===== src/hdl/cfd_pkg.sv =====
package cfd_pkg;

    localparam logic [7:0]  CODE_FULL    = 8'hFF;
    localparam logic [15:0] CAP_RESET    = 16'hFFFF;
    localparam logic [16:0] COUNT_SAT    = 17'h10000;
    localparam logic [15:0] LEN_SAT      = 16'hFFFF;
    localparam int          QUEUE_DEPTH  = 2;

    localparam logic [1:0]  STATUS_OK        = 2'd0;
    localparam logic [1:0]  STATUS_BAD_ENC   = 2'd1;
    localparam logic [1:0]  STATUS_TOO_SMALL = 2'd2;

    typedef struct packed {
        logic [7:0] enc_byte;
        logic       frame_last;
    } t_cfd_in;

    typedef struct packed {
        logic [7:0]  dec_byte;
        logic        dec_valid;
        logic        frame_done;
        logic [1:0]  frame_status;
        logic [15:0] frame_length;
    } t_cfd_out;

    // Classified item handed from the front part to the back part.
    typedef struct packed {
        logic [7:0] data;
        logic       emit;
        logic       bad;
        logic       last;
    } t_cfd_cmd;

endpackage


===== src/hdl/cfd_front.sv =====
module cfd_front (
    input  logic             i_clk,
    input  logic             i_rst_n,
    input  logic             i_take,
    input  cfd_pkg::t_cfd_in i_item,
    output cfd_pkg::t_cfd_cmd o_cmd
);

    logic [7:0] r_block_left, n_block_left;
    logic       r_zero_pending, n_zero_pending;

    always_comb begin
        logic [7:0] b;
        b              = i_item.enc_byte;
        n_block_left   = r_block_left;
        n_zero_pending = r_zero_pending;
        o_cmd          = '0;
        o_cmd.last     = i_item.frame_last;
        if (r_block_left == 8'd0) begin
            if (b == 8'd0) begin
                o_cmd.bad      = 1'b1;
                n_zero_pending = 1'b0;
            end else begin
                // The zero that the previous block implied goes out before this code.
                o_cmd.emit     = r_zero_pending;
                n_block_left   = b - 8'd1;
                n_zero_pending = (b != cfd_pkg::CODE_FULL);
            end
        end else begin
            if (b == 8'd0) begin
                o_cmd.bad = 1'b1;
            end else begin
                o_cmd.emit = 1'b1;
                o_cmd.data = b;
            end
            n_block_left = r_block_left - 8'd1;
        end
        if (i_item.frame_last) begin
            if (n_block_left != 8'd0) begin
                o_cmd.bad = 1'b1;
            end
            n_block_left   = 8'd0;
            n_zero_pending = 1'b0;
        end
    end

    always_ff @(posedge i_clk) begin
        if (!i_rst_n) begin
            r_block_left   <= 8'd0;
            r_zero_pending <= 1'b0;
        end else if (i_take) begin
            r_block_left   <= n_block_left;
            r_zero_pending <= n_zero_pending;
        end
    end

    a_frame_end_clears: assert property (@(posedge i_clk) disable iff (!i_rst_n)
        (i_take && i_item.frame_last) |=> (r_block_left == 8'd0 && !r_zero_pending))
        else $error("front state not cleared after frame end");

    a_zero_not_emitted_as_data: assert property (@(posedge i_clk) disable iff (!i_rst_n)
        (o_cmd.emit && r_block_left != 8'd0) |-> (o_cmd.data != 8'd0))
        else $error("zero data byte passed through");

endmodule


===== src/hdl/cfd_queue.sv =====
module cfd_queue #(
    parameter int DEPTH = cfd_pkg::QUEUE_DEPTH
) (
    input  logic              i_clk,
    input  logic              i_rst_n,
    input  logic              i_wr,
    input  cfd_pkg::t_cfd_cmd i_wr_data,
    input  logic              i_rd,
    output cfd_pkg::t_cfd_cmd o_rd_data,
    output logic              o_full,
    output logic              o_empty
);

    localparam int PTR_W = (DEPTH > 1) ? $clog2(DEPTH) : 1;
    localparam int CNT_W = $clog2(DEPTH + 1);
    localparam logic [PTR_W-1:0] PTR_LAST = PTR_W'(DEPTH - 1);
    localparam logic [CNT_W-1:0] CNT_FULL = CNT_W'(DEPTH);

    cfd_pkg::t_cfd_cmd r_mem [DEPTH];
    logic [PTR_W-1:0]  r_wr_ptr, r_rd_ptr;
    logic [CNT_W-1:0]  r_count;
    logic              wr_ok, rd_ok;

    assign o_full    = (r_count == CNT_FULL);
    assign o_empty   = (r_count == '0);
    assign wr_ok     = i_wr && !o_full;
    assign rd_ok     = i_rd && !o_empty;
    assign o_rd_data = r_mem[r_rd_ptr];

    always_ff @(posedge i_clk) begin
        if (wr_ok) begin
            r_mem[r_wr_ptr] <= i_wr_data;
        end
    end

    always_ff @(posedge i_clk) begin
        if (!i_rst_n) begin
            r_wr_ptr <= '0;
            r_rd_ptr <= '0;
            r_count  <= '0;
        end else begin
            if (wr_ok) begin
                r_wr_ptr <= (r_wr_ptr == PTR_LAST) ? '0 : r_wr_ptr + PTR_W'(1);
            end
            if (rd_ok) begin
                r_rd_ptr <= (r_rd_ptr == PTR_LAST) ? '0 : r_rd_ptr + PTR_W'(1);
            end
            if (wr_ok && !rd_ok) begin
                r_count <= r_count + CNT_W'(1);
            end else if (rd_ok && !wr_ok) begin
                r_count <= r_count - CNT_W'(1);
            end
        end
    end

    a_count_bounded: assert property (@(posedge i_clk) disable iff (!i_rst_n)
        r_count <= CNT_FULL)
        else $error("queue count above depth");

    a_full_holds: assert property (@(posedge i_clk) disable iff (!i_rst_n)
        (o_full && !i_rd) |=> o_full)
        else $error("full queue lost an entry without a read");

endmodule


===== src/hdl/cfd_back.sv =====
module cfd_back (
    input  logic              i_clk,
    input  logic              i_rst_n,
    input  logic [15:0]       i_capacity,
    input  logic              i_cmd_valid,
    input  cfd_pkg::t_cfd_cmd i_cmd,
    output logic              o_cmd_take,
    input  logic              i_pop,
    output logic              o_empty,
    output cfd_pkg::t_cfd_out o_item
);

    logic              r_valid;
    cfd_pkg::t_cfd_out r_out, n_out;
    logic [16:0]       r_count, n_count;
    logic              r_bad, n_bad;

    assign o_cmd_take = i_cmd_valid && (!r_valid || i_pop);
    assign o_empty    = !r_valid;
    assign o_item     = r_out;

    always_comb begin
        n_count = r_count;
        if (i_cmd.emit && r_count != cfd_pkg::COUNT_SAT) begin
            n_count = r_count + 17'd1;
        end
        n_bad            = r_bad || i_cmd.bad;
        n_out            = '0;
        n_out.dec_valid  = i_cmd.emit;
        n_out.dec_byte   = i_cmd.emit ? i_cmd.data : 8'd0;
        n_out.frame_done = i_cmd.last;
        if (i_cmd.last) begin
            if (n_bad) begin
                n_out.frame_status = cfd_pkg::STATUS_BAD_ENC;
            end else if (n_count > {1'b0, i_capacity}) begin
                n_out.frame_status = cfd_pkg::STATUS_TOO_SMALL;
            end else begin
                n_out.frame_status = cfd_pkg::STATUS_OK;
            end
            n_out.frame_length = n_count[16] ? cfd_pkg::LEN_SAT : n_count[15:0];
        end
    end

    always_ff @(posedge i_clk) begin
        if (o_cmd_take) begin
            r_out <= n_out;
        end
    end

    always_ff @(posedge i_clk) begin
        if (!i_rst_n) begin
            r_valid <= 1'b0;
            r_count <= 17'd0;
            r_bad   <= 1'b0;
        end else begin
            if (o_cmd_take) begin
                r_valid <= 1'b1;
                r_count <= i_cmd.last ? 17'd0 : n_count;
                r_bad   <= i_cmd.last ? 1'b0 : n_bad;
            end else if (i_pop) begin
                r_valid <= 1'b0;
            end
        end
    end

    a_status_only_at_done: assert property (@(posedge i_clk) disable iff (!i_rst_n)
        (r_valid && !r_out.frame_done) |->
            (r_out.frame_status == cfd_pkg::STATUS_OK && r_out.frame_length == 16'd0))
        else $error("status or length shown outside frame end");

    a_count_saturates: assert property (@(posedge i_clk) disable iff (!i_rst_n)
        r_count <= cfd_pkg::COUNT_SAT)
        else $error("decoded count beyond saturation");

endmodule


===== src/hdl/cobs_frame_decoder.sv =====
// COBS frame decoder, one encoded byte per item.
// Input channel: drive i_item (enc_byte, frame_last) and raise push; the item
// is taken at a clock edge where push is high and full is low. Mark the last
// encoded byte of each frame with frame_last.
// Result channel: while empty is low, o_item holds the oldest result; raise
// pop to take it. Every input item yields exactly one result: a decoded byte
// when dec_valid is set, and on the frame's last item frame_done with the
// frame status (ok, invalid encoding, buffer too small) and decoded length.
// Configuration: i_cfg_wr_en writes i_cfg_wr_data into the decoded capacity
// register (reset 65535); write it only while no frame is in flight.
// With the result side free, an accepted item passes through the command queue
// and then the output register before its result reaches o_item.
// Throughput is one item per cycle unless full, set by the per-byte classify
// step in the front part and the single count update in the back part.
// When the receiver stalls, the output register and the command queue
// (QUEUE_DEPTH entries) fill, then full rises until pop resumes.
// A synchronous reset clears the decoder state and both channels; the
// capacity register returns to 65535.
module cobs_frame_decoder #(
    parameter int QUEUE_DEPTH = cfd_pkg::QUEUE_DEPTH
) (
    input  logic              i_clk,
    input  logic              i_rst_n,
    input  logic              push,
    output logic              full,
    input  cfd_pkg::t_cfd_in  i_item,
    output logic              empty,
    input  logic              pop,
    output cfd_pkg::t_cfd_out o_item,
    input  logic              i_cfg_wr_en,
    input  logic [15:0]       i_cfg_wr_data
);

    logic [15:0]       r_capacity;
    logic              take;
    cfd_pkg::t_cfd_cmd front_cmd;
    cfd_pkg::t_cfd_cmd queue_cmd;
    logic              queue_empty;
    logic              back_take;

    assign take = push && !full;

    always_ff @(posedge i_clk) begin
        if (!i_rst_n) begin
            r_capacity <= cfd_pkg::CAP_RESET;
        end else if (i_cfg_wr_en) begin
            r_capacity <= i_cfg_wr_data;
        end
    end

    cfd_front u_front (
        .i_clk   (i_clk),
        .i_rst_n (i_rst_n),
        .i_take  (take),
        .i_item  (i_item),
        .o_cmd   (front_cmd)
    );

    cfd_queue #(
        .DEPTH (QUEUE_DEPTH)
    ) u_queue (
        .i_clk     (i_clk),
        .i_rst_n   (i_rst_n),
        .i_wr      (take),
        .i_wr_data (front_cmd),
        .i_rd      (back_take),
        .o_rd_data (queue_cmd),
        .o_full    (full),
        .o_empty   (queue_empty)
    );

    cfd_back u_back (
        .i_clk       (i_clk),
        .i_rst_n     (i_rst_n),
        .i_capacity  (r_capacity),
        .i_cmd_valid (!queue_empty),
        .i_cmd       (queue_cmd),
        .o_cmd_take  (back_take),
        .i_pop       (pop),
        .o_empty     (empty),
        .o_item      (o_item)
    );

endmodule

===== config.mk =====
export PLATFORM = sky130hd
export DESIGN_NAME = cobs_frame_decoder
export DESIGN_NICKNAME = d
export VERILOG_FILES = /design/src/hdl/cfd_pkg.sv /design/src/hdl/cfd_front.sv /design/src/hdl/cfd_queue.sv /design/src/hdl/cfd_back.sv /design/src/hdl/cobs_frame_decoder.sv
export SDC_FILE = /design/constraint.sdc
export NUM_CORES = 1
export LEC_CHECK = 0
export ABC_AREA = 1
export ABC_CLOCK_PERIOD_IN_PS = 3100
export BUFFER_PORTS_ARGS = -buffer_cell sky130_fd_sc_hd__buf_2
export CAP_MARGIN = 40
export CORE_AREA = 2 2 79 138
export CTS_BUF_LIST = sky130_fd_sc_hd__clkbuf_8
export CTS_CLUSTER_DIAMETER = 30
export DETAILED_ROUTE_END_ITERATION = 8
export DIE_AREA = 0 0 81 140
export PLACE_DENSITY = 0.83
export SKIP_CTS_REPAIR_TIMING = 1
export SYNTH_ARGS = -nofsm -noshare
export SYNTH_HDL_FRONTEND = slang
export SYNTH_HIERARCHICAL = 1
export SYNTH_SLANG_ARGS = --single-unit

===== constraint.sdc =====
create_clock -name i_clk -period 3.1 [get_ports i_clk]
set_input_delay 0.62 -clock i_clk [delete_from_list [all_inputs] [get_ports i_clk]]
set_output_delay 0.62 -clock i_clk [all_outputs]
set_load 0.02 [all_outputs]

==> impl_metrics.yaml, run 1 <==
final_layout:
  drive_gt1_frac: 0.202
  num_antenna_cells: 0
  final_common_cell: "nand2_1"
  syn_to_final_growth_pct: 11.3
  design_area_um2: 6140
  post-route-util: 0.603
  final_cell_mix: "nand2_1 (177), inv_1 (104), nor2_1 (63)"
  fin_nets: 803
sta:
  rsz0062_at_grt: "no"
  setup_viol: 0
  holdWs_ns: 0.457
  slew_viol_final: 0
  period_needed_ns: 2.88
  fin_crit_sh: 0.928
  fin_ws_ns: 0.224
  tns_ns: 0
  worst_pin_slew_ns: 0.806
  skew_ns: 0.00709
  fmax_ghz: 0.348
  slew_headroom: 0.462
  finalHoldViolCount: 0
place:
  post-place-ws_ns: 0.266
  gp_congestion: 0.947
  port_buffers: 59
  placed_area_um2: 5910
  hpwlAfterDp_um: 9980
detailed_routing:
  ant_nets: 0
  wl_um: 13000
  drt-initial-drc-count: 260
  viasPerCell: 5.33
  vias: 4702
  wl_per_cell_um: 14.7
  drt-pass1-iter-count: 6
  drc: 0
pwr:
  switchingPower_mw: 2.27
  p_leak_nw: 3.00
  pwr-share-seq: 0.377
  max-vdd-ir-drop_uv: 700
  swShare: 0.425
  power-per-cell-area_nw_per_um2: 871
  p_int_mw: 3.08
  pwr-share-comb: 0.451
  clock_power_share: 0.172
clock_tree:
  root_buffer: "clkbuf_8"
  cts_sinks: 99
  max-clock-path-buffers: 2
  cts_tree: "built"
  htreeDepth: 3
  cts_made_buffers: 9
  clk_latency_ns: 0.37
  clkSlewWorstSetupHoldPaths_ns: 0.10
synth:
  syn_area_um2: 5520
  ys_types: 39
  syn_nets: 740
  syn_area_per_cell_um2: 8.02
  netlist_instances: 688
  seq_area_frac_synth: 0.450
  ys_ff_latch: 99
  ys_warn_count: 6
global_routing:
  antenna_found_initial: 0
  grtUsageTotal: 0.247
  grt_pass1_wl_um: 21400
  grt_max_degree: 29
  first_global_vias: 4713
  grt_overflow: 0
die:
  core-area_um2: 10200
  dieArea_um2: 11300
  num_io_pins: 60
  start_util: 0.542
  die-width_um: 81
  rows: 49
  fp.dieH_um: 140
worst_setup_path:
  critPathKind: "flop to flop"
  slowest_stage: "dfxtp_1"
  start_kind: "flop"
  end_kind: "flop"
  critical_path.top_delay_family: "simple AND/OR/NAND/NOR gates"
  slowest_delay_ns: 0.35
  path_common_cell: "nand2_1"
  arrival_ns: 3.10
  crit_required_ns: 3.33
  crit_buf_inv: 4
  worstPathMaxFanout: 14
  cp_cell_sequence: "inv_1 -> ha_1 -> nand4_1 -> nor2_1 -> nand2_2 -> nand2_4 -> inv_4 -> o21ai_0 -> inv_1 -> ha_1 -> inv_1 -> nor3_1 -> nand2_1 -> nand2_1 -> nand2_1 -> nand2_1 -> nand2_1 -> nand2_1 -> nand2_1 -> a21oi_1"
job:
  max-cap-violations: 0
worst_hold_path:
  hold_path.class: "input port to flop"
status:
  outcome: "completed"
logic make-up (layout without fill, tap and decap cells):
| logic type | count (synthesis) | after routing | synth area share |
|---|---|---|---|
| compound gates | 64 | 64 | 0.0605 |
| flops | 99 | 99 | 0.450 |
| xor+xnor | 14 | 14 | 0.0222 |
| simple gates | 351 | 351 | 0.295 |
| buf+inv | 127 | 195 | 0.0995 |
| mux | 11 | 11 | 0.0224 |
| fa+ha+maj | 22 | 22 | 0.0499 |
per-stage QoR:
step           cells  total power, mW
4_1_cts          883             5.36
5_1_grt          883             5.75
2_1_floorplan    688             3.77
3_3_place_gp     867             4.36
6_report         883             5.34
3_5_place_dp     867             4.44
cell type report:
class | instances | area, um2
clock buffers | 9 | 124
clock inverters | 7 | 101
fillers | 951 | 4040
inverters | 111 | 424
multi-input cells | 462 | 2490
flip-flops and latches | 99 | 2480
well taps | 127 | 159
repair buffers | 68 | 363
metal layers:
layer / vias up / routed length [um] / track usage / part of all wire
met4: 0 / 808 / 0.144 / 0.062
met5: - / 0 / 0 / 0
met1: 2167 / 4480 / 0.244 / 0.35
met2: 163 / 7230 / 0.463 / 0.56
met3: 61 / 467 / 0.0393 / 0.036
li1: 2311 / - / - / -
worst min-delay path: stages:
cell,delay (ns)
buf_2,0.08
nand2_1,0.05
nand3_2,0.06
final timing paths:
check | start | to | slack, ns | cells after the start
max | u_back/r_count[1] | u_back/o_item[17] | 0.22 | 20
min | i_cfg_wr_data[4] | r_capacity[4] | 0.46 | 3
max reg2reg | u_back/r_count[1] | u_back/o_item[17] | 0.22 | 20
min reg2reg | r_capacity[14] | r_capacity[14] | 0.47 | 2
synth_stat cells (all sizes together):
| cell type | count | area share |
|---|---|---|
| mux2 | 11 | 0.022 |
| clkbuf | 5 | 0.0036 |
| a21oi | 39 | 0.036 |
| xor2 | 14 | 0.022 |
| ha | 22 | 0.050 |
| o21ai | 24 | 0.023 |
| or2 | 4 | 0.0045 |
| nand3 | 53 | 0.058 |
| a21o | 1 | 0.0014 |
| nor2b | 1 | 0.0011 |
| inv | 109 | 0.076 |
| nor4 | 1 | 0.0011 |
| dfxtp | 49 | 0.18 |
| nand2 | 199 | 0.15 |
| buf | 11 | 0.019 |
| edfxtp | 50 | 0.27 |
| clkinv | 2 | 0.0014 |
| nand4 | 10 | 0.011 |
| nor2 | 75 | 0.061 |
| nand3b | 1 | 0.0014 |
| nor3 | 7 | 0.0082 |
state kept, by name (all words and copies together) (netlist names), 2 cells and up, named ones only:
register	count
u_back/r_count	17
u_queue/r_count	2
r_capacity	16
u_back/o_item	28
u_front/r_block_left	8
u_queue/r_mem	22
power by group through the flow:
| stage | Clock [mW] | Sequential [mW] | Combinational (mW) |
|---|---|---|---|
| final | 0.919 | 2.02 | 2.41 |
| after global routing | 0.995 | 2.05 | 2.70 |
| after CTS | 0.935 | 2.02 | 2.41 |
| after detailed placement | 0 | 2.05 | 2.39 |
| after global placement | 0 | 2.03 | 2.33 |
| after floorplan | 0 | 2.25 | 1.51 |
Note: power is estimated with default switching activity, not from simulation.
==> inputs of run 2 (changes only) <==
GPL_TIMING_DRIVEN = 0   (was not set)
==> impl_metrics.yaml, run 2 (same netlist as run 1, synthesis figures left out) <==
pwr:
  power-per-cell-area_nw_per_um2: 861
  p_leak_nw: 3.04
  max-vdd-ir-drop_uv: 651
  p_total_mw: 5.41
worst_setup_path:
  worstPathMaxFanout: 5
  crit_buf_inv: 2
  start_kind: "flop"
  arrival_ns: 3.06
  critPathKind: "flop to flop"
  r2r_start: "u_back/r_count[0]"
  critical_path.top_delay_family: "simple AND/OR/NAND/NOR gates"
  end_kind: "flop"
  cp_cell_sequence: "inv_1 -> ha_2 -> nand4_1 -> nor2_2 -> nand2_2 -> nand2_4 -> buf_12 -> nor2_1 -> xor2_1 -> ha_1 -> nand2_1 -> a21oi_1 -> nor2_1 -> nand3_1 -> nand2_1 -> nand2_1 -> nand2_1 -> nand2_1 -> nand2_1 -> nand2_1 -> nand2_1 -> a21oi_2"
  slowest_stage: "dfxtp_2"
  reg2reg_depth: 22
  slowest_delay_ns: 0.35
  worst-path-stages: 22
  crit_required_ns: 3.22
  path_common_cell: "nand2_1"
  startpoint: "u_back/r_count[0]"
sta:
  fmax_ghz: 0.340
  setup_viol: 0
  tns_ns: 0
  worst_pin_slew_ns: 0.876
  slew_headroom: 0.414
  skew_ns: 0.00837
  holdWs_ns: 0.466
  fin_crit_sh: 0.949
  slew_viol_final: 0
  finalHoldViolCount: 0
  fin_ws_ns: 0.158
  period_needed_ns: 2.94
status:
  outcome: "completed"
detailed_routing:
  drt-pass1-iter-count: 5
  wl_per_cell_um: 13.7
  wl_um: 12200
  ant_nets: 0
  drt-initial-drc-count: 248
  drc: 0
  vias: 4680
  viasPerCell: 5.24
worst_hold_path:
  min_from: "i_cfg_wr_data[3]"
  min_path_cells: 3
  hold_path.class: "input port to flop"
global_routing:
  grt_pass1_wl_um: 19700
  first_global_vias: 4510
  antenna_found_initial: 0
  grt_overflow: 0
  grtUsageTotal: 0.224
  grt_max_degree: 20
final_layout:
  syn_to_final_growth_pct: 13.8
  num_antenna_cells: 0
  drive_gt1_frac: 0.221
  fin_nets: 813
  design_area_um2: 6280
  final_common_cell: "nand2_1"
  largest_reg_flops: 28
  final_cell_mix: "nand2_1 (177), inv_1 (103), nor2_1 (59)"
place:
  post-place-ws_ns: -0.0558
  gp_congestion: 0.914
  placed_area_um2: 5990
  port_buffers: 58
  hpwlAfterDp_um: 9630
job:
  max-cap-violations: 0
clock_tree:
  cts_tree: "built"
  cts_made_buffers: 9
  clk_latency_ns: 0.37
  root_buffer: "clkbuf_8"
  clkSlewWorstSetupHoldPaths_ns: 0.09
  cts_sinks: 99
  max-clock-path-buffers: 2
  htreeDepth: 3
die:
  fp.dieH_um: 140
  die-width_um: 81
  core-area_um2: 10200
  start_util: 0.542
  dieArea_um2: 11300
  rows: 49
  num_io_pins: 60
-- run 2: routing by layer --
layer  vias to the layer above  part of all wire  GRT usage
li1                       2337                 -          -
met1                      2151              0.35      0.216
met2                       142              0.55      0.428
met3                        50             0.035     0.0380
met4                         0             0.055      0.120
met5                         -                 0          0
-- run 2: worst paths after layout --
check                       end  slack [ns]
max           u_back/o_item[17]        0.16
min               r_capacity[3]        0.47
max reg2reg   u_back/o_item[17]        0.16
min reg2reg  u_back/r_count[15]        0.47
-- run 2: final cells by class --
class                   instances  area [um2]
plain buffers                  15         126
well taps                     127         159
clock inverters                 7        75.1
multi-input cells             462        2520
inverters                     111         424
fillers                       914        3900
flip-flops and latches         99        2490
repair buffers                 63         360
clock buffers                   9         124
-- run 2: power by group --
part	leakage (nW)	internal, mW	switching (mW)
Clock	0.0939	0.377	0.445
Combinational	2.06	0.872	1.68
Sequential	0.887	1.87	0.158
-- run 2: stage by stage --
stage	instances	utilization
floorplan	688	-
global placement	873	0.586
detailed placement	874	0.589
CTS	890	0.609
global route	893	0.617
finish	893	0.617
-- run 2: tightest hold or removal path, stage by stage --
cell and delay, ns:
buf_2 0.07, nand2_1 0.05, nand3_2 0.06
